### config.mk
export PLATFORM = sky130hd
export DESIGN_NAME = hysteresis_freq_duty_meter_top
export DESIGN_NICKNAME = d
export VERILOG_FILES = /design/src/design/hfdm_pkg.sv /design/src/design/hfdm_div.sv /design/src/design/hfdm_dpath.sv /design/src/design/hfdm_ctrl.sv /design/src/design/hysteresis_freq_duty_meter_top.sv
export SDC_FILE = /design/constraint.sdc
export NUM_CORES = 2
export LEC_CHECK = 0
export CAP_MARGIN = 5
export CELL_PAD_IN_SITES_DETAIL_PLACEMENT = 2
export CELL_PAD_IN_SITES_GLOBAL_PLACEMENT = 2
export CORE_ASPECT_RATIO = 0.5
export CORE_UTILIZATION = 47
export DETAILED_ROUTE_END_ITERATION = 10
export DONT_BUFFER_PORTS = 1
export PLACE_DENSITY = 0.86
export SLEW_MARGIN = 20
export SYNTH_ARGS = -nofsm -noshare
export SYNTH_HDL_FRONTEND = slang
export SYNTH_HIERARCHICAL = 1
export SYNTH_SLANG_ARGS = --single-unit
### constraint.sdc
create_clock -name clk -period 20.2 [get_ports clk]
set_input_delay 3.03 -clock clk [delete_from_list [all_inputs] [get_ports clk]]
set_output_delay 3.03 -clock clk [all_outputs]
set_load 0.005 [all_outputs]
### src/design/hfdm_pkg.sv
// ----------------------------------------------------------------------------
// hfdm_pkg: shared types and constants of the hysteresis frequency/duty meter
// Field widths, register indexes, reset values and the command and status
// groups that pass between the controller and the datapath.
// ----------------------------------------------------------------------------
package hfdm_pkg;

    localparam int CHANNELS      = 2;
    localparam int SAMPLE_BITS   = 12;
    localparam int TIME_BITS     = 32;
    localparam int WIN_BITS      = 16;
    localparam int FREQ_BITS     = 17;
    localparam int DUTY_BITS     = 7;
    localparam int CFG_IDX_BITS  = 2;
    localparam int CFG_DATA_BITS = 16;

    // 1000 fits in 10 bits and 100 in 7 bits; these size the products.
    localparam int MS_BITS       = 10;
    localparam int MS_PER_S      = 1000;

    localparam logic [SAMPLE_BITS-1:0] LEVEL_HIGH_RESET = 12'd2304;
    localparam logic [SAMPLE_BITS-1:0] LEVEL_LOW_RESET  = 12'd1792;
    localparam logic [WIN_BITS-1:0]    WINDOW_RESET     = 16'd1000;
    localparam logic [FREQ_BITS-1:0]   FREQ_MAX         = 17'd99999;
    localparam logic [DUTY_BITS-1:0]   PERCENT          = 7'd100;

    localparam logic [CFG_IDX_BITS-1:0] CFG_LEVEL_HIGH = 2'd0;
    localparam logic [CFG_IDX_BITS-1:0] CFG_LEVEL_LOW  = 2'd1;
    localparam logic [CFG_IDX_BITS-1:0] CFG_WINDOW_MS  = 2'd2;

    // One division per channel for the frequency, then one per channel for the duty.
    localparam int OP_COUNT = 2 * CHANNELS;
    localparam int OP_BITS  = $clog2(OP_COUNT);
    localparam int CH_BITS  = (CHANNELS > 1) ? $clog2(CHANNELS) : 1;

    typedef logic [SAMPLE_BITS-1:0] sample_t;
    typedef logic [FREQ_BITS-1:0]   freq_t;
    typedef logic [DUTY_BITS-1:0]   duty_t;

    typedef struct packed {
        logic               step;
        logic               load;
        logic               div_step;
        logic               store;
        logic               publish;
        logic [OP_BITS-1:0] op;
    } hfdm_cmd_t;

    typedef struct packed {
        logic close;
    } hfdm_status_t;

endpackage

### src/design/hfdm_div.sv
// ----------------------------------------------------------------------------
// hfdm_div: restoring divider, one quotient bit per step
// The dividend shifts out of the top of the quotient register while quotient
// bits shift in at the bottom; after DVD_W steps the register holds the
// quotient. A zero divisor is flagged for the caller.
// ----------------------------------------------------------------------------
module hfdm_div #(
    parameter int DVD_W = 42,
    parameter int DVS_W = 32
) (
    input  logic             clk,
    input  logic             load,
    input  logic             step,
    input  logic [DVD_W-1:0] dividend,
    input  logic [DVS_W-1:0] divisor,
    output logic [DVD_W-1:0] quotient,
    output logic             divisor_zero
);

    logic [DVS_W-1:0] rem_reg;
    logic [DVD_W-1:0] quo_reg;
    logic [DVS_W-1:0] dvs_reg;
    logic             zero_reg;

    logic [DVS_W:0]   trial;
    logic [DVS_W:0]   diff;
    logic             fits;

    always_comb
    begin
        trial = {rem_reg, quo_reg[DVD_W-1]};
        fits  = (trial >= {1'b0, dvs_reg});
        diff  = trial - {1'b0, dvs_reg};
    end

    always_ff @(posedge clk)
    begin
        if (load)
        begin
            rem_reg  <= '0;
            quo_reg  <= dividend;
            dvs_reg  <= divisor;
            zero_reg <= (divisor == '0);
        end
        else if (step)
        begin
            rem_reg <= fits ? diff[DVS_W-1:0] : trial[DVS_W-1:0];
            quo_reg <= {quo_reg[DVD_W-2:0], fits};
        end
    end

    assign quotient     = quo_reg;
    assign divisor_zero = zero_reg;

endmodule

### src/design/hfdm_dpath.sv
// ----------------------------------------------------------------------------
// hfdm_dpath: datapath of the hysteresis frequency/duty meter
// Holds the threshold and window registers, the per-channel level decision
// and saturating counters, the window snapshot, the shared divider and the
// result and output registers.
// ----------------------------------------------------------------------------
module hfdm_dpath #(
    parameter int COUNT_BITS = 32
) (
    input  logic                                clk,
    input  logic                                rst_n,
    input  logic                                cfg_we,
    input  logic [hfdm_pkg::CFG_IDX_BITS-1:0]   cfg_index,
    input  logic [hfdm_pkg::CFG_DATA_BITS-1:0]  cfg_data,
    input  hfdm_pkg::sample_t                   samples [hfdm_pkg::CHANNELS],
    input  logic [hfdm_pkg::TIME_BITS-1:0]      now_ms,
    input  hfdm_pkg::hfdm_cmd_t                 cmd,
    output hfdm_pkg::hfdm_status_t              status,
    output hfdm_pkg::freq_t                     freq [hfdm_pkg::CHANNELS],
    output hfdm_pkg::duty_t                     duty [hfdm_pkg::CHANNELS]
);

    import hfdm_pkg::*;

    localparam int DVD_W = COUNT_BITS + MS_BITS;
    localparam int DVS_W = TIME_BITS;

    logic [SAMPLE_BITS-1:0] level_high_reg;
    logic [SAMPLE_BITS-1:0] level_low_reg;
    logic [WIN_BITS-1:0]    window_reg;

    logic                   level_bit_reg  [CHANNELS];
    logic [COUNT_BITS-1:0]  sample_cnt_reg [CHANNELS];
    logic [COUNT_BITS-1:0]  high_cnt_reg   [CHANNELS];
    logic [COUNT_BITS-1:0]  edge_cnt_reg   [CHANNELS];
    logic [TIME_BITS-1:0]   window_start_reg;

    logic [COUNT_BITS-1:0]  snap_sample_reg [CHANNELS];
    logic [COUNT_BITS-1:0]  snap_high_reg   [CHANNELS];
    logic [COUNT_BITS-1:0]  snap_edge_reg   [CHANNELS];
    logic [TIME_BITS-1:0]   snap_elapsed_reg;

    freq_t                  freq_res_reg [CHANNELS];
    duty_t                  duty_res_reg [CHANNELS];
    freq_t                  freq_out_reg [CHANNELS];
    duty_t                  duty_out_reg [CHANNELS];

    logic                   level_now  [CHANNELS];
    logic [COUNT_BITS-1:0]  sample_upd [CHANNELS];
    logic [COUNT_BITS-1:0]  high_upd   [CHANNELS];
    logic [COUNT_BITS-1:0]  edge_upd   [CHANNELS];

    logic [TIME_BITS-1:0]   elapsed;
    logic [WIN_BITS-1:0]    win_eff;

    logic                   is_duty;
    logic [OP_BITS-1:0]     ch_wide;
    logic [CH_BITS-1:0]     ch;
    logic [DVD_W-1:0]       dividend;
    logic [DVS_W-1:0]       divisor;
    logic [DVD_W-1:0]       quotient;
    logic                   divisor_zero;
    freq_t                  freq_val;
    duty_t                  duty_val;

    function automatic logic [COUNT_BITS-1:0] sat_inc(input logic [COUNT_BITS-1:0] v);
        return (v == '1) ? v : v + 1'b1;
    endfunction

    // Configuration registers.
    always_ff @(posedge clk or negedge rst_n)
    begin
        if (!rst_n)
        begin
            level_high_reg <= LEVEL_HIGH_RESET;
            level_low_reg  <= LEVEL_LOW_RESET;
            window_reg     <= WINDOW_RESET;
        end
        else if (cfg_we)
        begin
            unique case (cfg_index)
                CFG_LEVEL_HIGH: level_high_reg <= cfg_data[SAMPLE_BITS-1:0];
                CFG_LEVEL_LOW:  level_low_reg  <= cfg_data[SAMPLE_BITS-1:0];
                CFG_WINDOW_MS:  window_reg     <= cfg_data[WIN_BITS-1:0];
                default:        ;
            endcase
        end
    end

    // A window length of zero behaves as one millisecond.
    always_comb
    begin
        elapsed      = now_ms - window_start_reg;
        win_eff      = (window_reg == '0) ? WIN_BITS'(1) : window_reg;
        status.close = (elapsed >= TIME_BITS'(win_eff));
    end

    // The high test wins when the thresholds cross.
    always_comb
    begin
        for (int c = 0; c < CHANNELS; c++)
        begin
            if (samples[c] >= level_high_reg)
                level_now[c] = 1'b1;
            else if (samples[c] <= level_low_reg)
                level_now[c] = 1'b0;
            else
                level_now[c] = level_bit_reg[c];
            sample_upd[c] = sat_inc(sample_cnt_reg[c]);
            high_upd[c]   = level_now[c] ? sat_inc(high_cnt_reg[c]) : high_cnt_reg[c];
            edge_upd[c]   = (level_now[c] && !level_bit_reg[c]) ? sat_inc(edge_cnt_reg[c])
                                                                : edge_cnt_reg[c];
        end
    end

    always_ff @(posedge clk or negedge rst_n)
    begin
        if (!rst_n)
        begin
            for (int c = 0; c < CHANNELS; c++)
            begin
                level_bit_reg[c]  <= 1'b0;
                sample_cnt_reg[c] <= '0;
                high_cnt_reg[c]   <= '0;
                edge_cnt_reg[c]   <= '0;
            end
            window_start_reg <= '0;
        end
        else if (cmd.step)
        begin
            for (int c = 0; c < CHANNELS; c++)
            begin
                level_bit_reg[c] <= level_now[c];
                if (status.close)
                begin
                    sample_cnt_reg[c] <= '0;
                    high_cnt_reg[c]   <= '0;
                    edge_cnt_reg[c]   <= '0;
                end
                else
                begin
                    sample_cnt_reg[c] <= sample_upd[c];
                    high_cnt_reg[c]   <= high_upd[c];
                    edge_cnt_reg[c]   <= edge_upd[c];
                end
            end
            if (status.close)
                window_start_reg <= now_ms;
        end
    end

    // The closing item's own sample is part of the window it closes.
    always_ff @(posedge clk)
    begin
        if (cmd.step && status.close)
        begin
            for (int c = 0; c < CHANNELS; c++)
            begin
                snap_sample_reg[c] <= sample_upd[c];
                snap_high_reg[c]   <= high_upd[c];
                snap_edge_reg[c]   <= edge_upd[c];
            end
            snap_elapsed_reg <= elapsed;
        end
    end

    always_comb
    begin
        is_duty = (cmd.op >= OP_BITS'(CHANNELS));
        ch_wide = is_duty ? cmd.op - OP_BITS'(CHANNELS) : cmd.op;
        ch      = ch_wide[CH_BITS-1:0];
        if (is_duty)
        begin
            dividend = DVD_W'(snap_high_reg[ch]) * DVD_W'(PERCENT)
                     + DVD_W'(snap_sample_reg[ch] >> 1);
            divisor  = DVS_W'(snap_sample_reg[ch]);
        end
        else
        begin
            dividend = DVD_W'(snap_edge_reg[ch]) * DVD_W'(MS_PER_S);
            divisor  = snap_elapsed_reg;
        end
        freq_val = (quotient > DVD_W'(FREQ_MAX)) ? FREQ_MAX : quotient[FREQ_BITS-1:0];
        if (divisor_zero)
            duty_val = '0;
        else if (quotient > DVD_W'(PERCENT))
            duty_val = PERCENT;
        else
            duty_val = quotient[DUTY_BITS-1:0];
    end

    hfdm_div #(
        .DVD_W (DVD_W),
        .DVS_W (DVS_W)
    ) u_div (
        .clk          (clk),
        .load         (cmd.load),
        .step         (cmd.div_step),
        .dividend     (dividend),
        .divisor      (divisor),
        .quotient     (quotient),
        .divisor_zero (divisor_zero)
    );

    always_ff @(posedge clk)
    begin
        if (cmd.store)
        begin
            if (is_duty)
                duty_res_reg[ch] <= duty_val;
            else
                freq_res_reg[ch] <= freq_val;
        end
        if (cmd.publish)
        begin
            for (int c = 0; c < CHANNELS; c++)
            begin
                freq_out_reg[c] <= freq_res_reg[c];
                duty_out_reg[c] <= duty_res_reg[c];
            end
        end
    end

    assign freq = freq_out_reg;
    assign duty = duty_out_reg;

endmodule

### src/design/hfdm_ctrl.sv
// ----------------------------------------------------------------------------
// hfdm_ctrl: controller of the hysteresis frequency/duty meter
// Accepts items, walks the divider through each frequency and duty division
// after a window closes, and hands the finished result to the output register.
// ----------------------------------------------------------------------------
module hfdm_ctrl #(
    parameter int COUNT_BITS = 32
) (
    input  logic                   clk,
    input  logic                   rst_n,
    input  logic                   in_valid,
    output logic                   in_stall,
    output logic                   out_valid,
    input  logic                   out_stall,
    input  hfdm_pkg::hfdm_status_t status,
    output hfdm_pkg::hfdm_cmd_t    cmd
);

    import hfdm_pkg::*;

    localparam int DVD_W     = COUNT_BITS + MS_BITS;
    localparam int ITER_BITS = $clog2(DVD_W + 1);
    localparam int OP_LAST   = OP_COUNT - 1;

    typedef enum logic [4:0] {
        ST_IDLE = 5'b00001,
        ST_LOAD = 5'b00010,
        ST_DIV  = 5'b00100,
        ST_FIN  = 5'b01000,
        ST_OUT  = 5'b10000
    } state_t;

    state_t               state_reg, state_next;
    logic [OP_BITS-1:0]   op_reg, op_next;
    logic [ITER_BITS-1:0] iter_reg, iter_next;
    logic                 out_valid_reg, out_valid_next;
    logic                 accept;

    assign in_stall = (state_reg != ST_IDLE);
    assign accept   = in_valid && !in_stall;

    always_comb
    begin
        state_next   = state_reg;
        op_next      = op_reg;
        iter_next    = iter_reg;
        cmd.step     = 1'b0;
        cmd.load     = 1'b0;
        cmd.div_step = 1'b0;
        cmd.store    = 1'b0;
        cmd.publish  = 1'b0;
        cmd.op       = op_reg;
        unique case (state_reg)
            ST_IDLE:
            begin
                if (accept)
                begin
                    cmd.step = 1'b1;
                    if (status.close)
                    begin
                        op_next    = '0;
                        state_next = ST_LOAD;
                    end
                end
            end
            ST_LOAD:
            begin
                cmd.load   = 1'b1;
                iter_next  = ITER_BITS'(DVD_W);
                state_next = ST_DIV;
            end
            ST_DIV:
            begin
                cmd.div_step = 1'b1;
                iter_next    = iter_reg - 1'b1;
                if (iter_reg == ITER_BITS'(1))
                    state_next = ST_FIN;
            end
            ST_FIN:
            begin
                cmd.store = 1'b1;
                if (op_reg == OP_BITS'(OP_LAST))
                    state_next = ST_OUT;
                else
                begin
                    op_next    = op_reg + 1'b1;
                    state_next = ST_LOAD;
                end
            end
            ST_OUT:
            begin
                // The output register is free once its item has been taken.
                if (!out_valid_reg || !out_stall)
                begin
                    cmd.publish = 1'b1;
                    state_next  = ST_IDLE;
                end
            end
            default:
            begin
                state_next = ST_IDLE;
            end
        endcase
    end

    always_comb
    begin
        if (cmd.publish)
            out_valid_next = 1'b1;
        else if (out_valid_reg && !out_stall)
            out_valid_next = 1'b0;
        else
            out_valid_next = out_valid_reg;
    end

    always_ff @(posedge clk or negedge rst_n)
    begin
        if (!rst_n)
        begin
            state_reg     <= ST_IDLE;
            op_reg        <= '0;
            iter_reg      <= '0;
            out_valid_reg <= 1'b0;
        end
        else
        begin
            state_reg     <= state_next;
            op_reg        <= op_next;
            iter_reg      <= iter_next;
            out_valid_reg <= out_valid_next;
        end
    end

    assign out_valid = out_valid_reg;

endmodule

### src/design/hysteresis_freq_duty_meter_top.sv
// ----------------------------------------------------------------------------
// hysteresis_freq_duty_meter_top: two-channel frequency and duty meter
// Judges each channel's samples with hysteresis and reports, once per time
// window, the rising-edge rate and the rounded high share per channel.
// ----------------------------------------------------------------------------
// An item that does not close the window is taken in the idle state, and the
// next item can follow in the next cycle. An item that closes the window starts
// four divisions on one shared restoring divider that produces one quotient
// bit per cycle; the input stalls after it until every division is stored and
// the result is published, longer if the previous result is still held in the
// output register. The output register lets a finished result wait while new
// items are taken.
module hysteresis_freq_duty_meter_top #(
    parameter int COUNT_BITS = 32
) (
    input  logic                               clk,
    input  logic                               rst_n,
    input  logic                               cfg_we,
    input  logic [hfdm_pkg::CFG_IDX_BITS-1:0]  cfg_index,
    input  logic [hfdm_pkg::CFG_DATA_BITS-1:0] cfg_data,
    input  logic                               in_valid,
    output logic                               in_stall,
    input  hfdm_pkg::sample_t                  sample_a,
    input  hfdm_pkg::sample_t                  sample_b,
    input  logic [hfdm_pkg::TIME_BITS-1:0]     now_ms,
    output logic                               out_valid,
    input  logic                               out_stall,
    output hfdm_pkg::freq_t                    freq_a,
    output hfdm_pkg::freq_t                    freq_b,
    output hfdm_pkg::duty_t                    duty_a,
    output hfdm_pkg::duty_t                    duty_b
);

    import hfdm_pkg::*;

    hfdm_cmd_t    cmd;
    hfdm_status_t status;
    sample_t      samples [CHANNELS];
    freq_t        freq    [CHANNELS];
    duty_t        duty    [CHANNELS];

    assign samples[0] = sample_a;
    assign samples[1] = sample_b;

    hfdm_ctrl #(
        .COUNT_BITS (COUNT_BITS)
    ) u_ctrl (
        .clk       (clk),
        .rst_n     (rst_n),
        .in_valid  (in_valid),
        .in_stall  (in_stall),
        .out_valid (out_valid),
        .out_stall (out_stall),
        .status    (status),
        .cmd       (cmd)
    );

    hfdm_dpath #(
        .COUNT_BITS (COUNT_BITS)
    ) u_dpath (
        .clk       (clk),
        .rst_n     (rst_n),
        .cfg_we    (cfg_we),
        .cfg_index (cfg_index),
        .cfg_data  (cfg_data),
        .samples   (samples),
        .now_ms    (now_ms),
        .cmd       (cmd),
        .status    (status),
        .freq      (freq),
        .duty      (duty)
    );

    assign freq_a = freq[0];
    assign freq_b = freq[1];
    assign duty_a = duty[0];
    assign duty_b = duty[1];

endmodule
==> flow_summary.toml <==
[sta]
setup_violations = 0
fin_crit_ns = 9.99
finalHoldViolCount = 0
clock.fmax_mhz = 100
finClkSkew_ns = 0.0342
grt_setup_unrepaired = "false"
slew-limit-headroom_pct = 13.4
final.period_utilization_pct = 49.4
tns_ns = 0
slew_viol_final = 0
hold_ws_ns = 0.421
tightestPinTransition_ns = 1.30

[synth]
syn-mean-instance-area_um2 = 10.4
synth_common_cells = "inv_1 (435), nand2_1 (430), edfxtp_1 (395)"
synth_edf_count = 395
syn_nets = 5139
synthCells = 4560
ys_ff_latch = 707
yosysSeqAreaShare_pct = 41.3
post-synth-top-count-cell = "inv_1"
syn_area_mm2 = 0.0473
synthDominantCellAreaShare_pct = 25.1
synth.area.top_cells = "edfxtp_1 (25%), dfrtp_1 (14%), ha_1 (9.3%)"
dominantRegCellSynth = "edfxtp_1"
synthArstFlopShare_pct = 39.6
yosysWarnings = 6
ys_types = 101
yosys.area.top_type = "edfxtp_1"

[clock_tree]
ctsResizeCount = 0
cts.clk_slew.worst_paths_ns = 0.07
cts_num_sinks = 707
worstSkewPairLatency_ns = 0.71
cts_buffer_depth = 3
hold_buffers = 0
clockRootBuffer = "clkbuf_16"
numCtsBuffers = 71
postCtsSetupRepairBufs = 0
cts_tree = "yes"
htreeDepth = 3

[setup_path]
crit_path_max_fanout = 31
critPathMaxStageDelay_ns = 0.90
critPathLaunch = "u_ctrl/op_reg[0]"
critical_path.most_common_cell = "ha_1"
critPathKind = "reg2reg"
critPathArrivalTime_ns = 10.45
cp-end-kind = "flop"
r2r_setup_slack_ns = 10.21
critical_path.endpoint = "u_dpath/u_div/quotient[36]"
r2r-start = "u_ctrl/op_reg[0]"
worstPathRequired_ns = 20.66
worstReg2RegEnd = "u_dpath/u_div/quotient[36]"
reg2reg_depth = 33
critical_path.startpoint_type = "flop"
slowest_stage = "mux2i_1"

[placement]
hpwl_um = 132000
io_buffers = 0
gp_congestion = 0.887
placed_cells = 5770
post_dp_cell_area_mm2 = 0.0487

[route]
wl_um = 213000
drcViolationCount = 16
drt_iter0_markers = 4064
vias = 40962
wl_per_cell_um = 36.0
final_antenna_net_count = 0
viasPerCell = 6.93
drtPass1Iterations = 8

[final_layout]
synthToLayoutAreaGrowth_pct = 7.65
drive_gt1_share_pct = 8.79
num-nets-final = 5094
fin_cells = 5907
fin_area_mm2 = 0.0509

[global_routing]
antenna_found_initial = 21
grt_pass1_wl_um = 313000
grt_pass1_vias = 45313
grt.overflow.total = 0
grt_max_degree = 281
grt_use_total_pct = 41.2

[floorplanning]
ios = 129
die_area_mm2 = 0.102
fp.dieH_um = 226
fp-row-count = 81
initial_core_util_pct = 47.9
coreArea_mm2 = 0.0987
die_w_um = 451

[hold_path]
hold_path.class = "reg2reg"

[status]
status = "complete, but fails checks"
violations = "DRC"

[job]
cap_violations = 0
## layout by cell type, fill, tap and decap left out, types with 31 or more instances in the layout
cell       instances
a21oi_1          179
nand3_1          130
inv_1            432
nor3_1            74
dfxtp_1           32
a31oi_1           36
buf_4             38
ha_1             352
nand2b_1          56
a22o_1            35
and3_1            53
mux2_2           154
a21o_1            76
o221ai_1          41
nand2_1          429
a211oi_1          53
mux2i_1           86
fa_1             148
xnor2_1          162
nor4_1            38
xor2_1           103
o22ai_1           39
and2_1            39
edfxtp_1         395
o21ai_0          141
nor2_1           229
or2_2             31
clkbuf_16         73
nand4_1           68
nor2b_1           48
o31ai_1           56
o2bb2ai_1         66
dfrtp_1          266
## through the flow
step	setup WS [ns]	utilization (%)
floorplan	8.99	-
global placement	10.70	49.3
detailed placement	10.37	49.3
CTS	10.43	51.6
global route	10.0	51.6
finish	10.21	51.6
## worst min-delay path by stage
stage          depth (start not counted)               end  slack (ns)                   startpoint
2_1_floorplan                          0   u_dpath/duty[0]        0.40   u_dpath/duty_res_reg[1][0]
3_3_place_gp                           0   u_dpath/duty[2]        0.40   u_dpath/duty_res_reg[1][2]
3_5_place_dp                           0  u_dpath/freq[33]        0.41  u_dpath/freq_res_reg[0][16]
4_1_cts                                0   u_dpath/freq[7]        0.42   u_dpath/freq_res_reg[1][7]
5_1_grt                                0   u_dpath/freq[4]        0.43   u_dpath/freq_res_reg[1][4]
6_report                               0   u_dpath/freq[7]        0.42   u_dpath/freq_res_reg[1][7]
## worst max-delay path, delay by kind of cell, from the launching register on
family | cells | cell delay, ns
AOI/OAI and AO/OA | 10 | 2.46
adders and majority gates | 5 | 2.01
and+or+nand+nor | 10 | 2.00
muxes | 2 | 1.20
buffers and inverters | 4 | 0.95
DFF | 1 | 0.73
xor gates and xnor gates | 2 | 0.32
## per-layer routing
metal  track usage, %  part of all wire [%]  vias up  wire length [µm]
li1                 -                     -    16308                 -
met1             47.8                    37    21137             79300
met2             69.2                    48     2563            101000
met3             11.6                   8.9      932             19000
met4             22.8                   6.1       22             13100
met5                0                 0.076        -               161
## logic make-up after synthesis
kind of cell | Yosys count | synth area share [%]
compound gates | 912 | 13.3
xor+xnor | 266 | 4.92
fa+ha+maj | 500 | 15.6
buf+inv | 594 | 4.91
flops | 707 | 41.3
mux | 273 | 6.26
simple gates | 1308 | 13.8
## cell type report
class                      count  area, µm²
fill                        9763      47800
multi-input combinational   3259      25600
sequential                   707      19500
clock buffer                 100       1950
tap                         1328       1660
inverter                     437       1650
timing repair buffer          39        297
clock inverter                32        275
antenna                        5       12.5
Power is left out: the tool's default activity adds up to more than one toggle a clock period on the data nets, which glitch-free logic cannot reach.
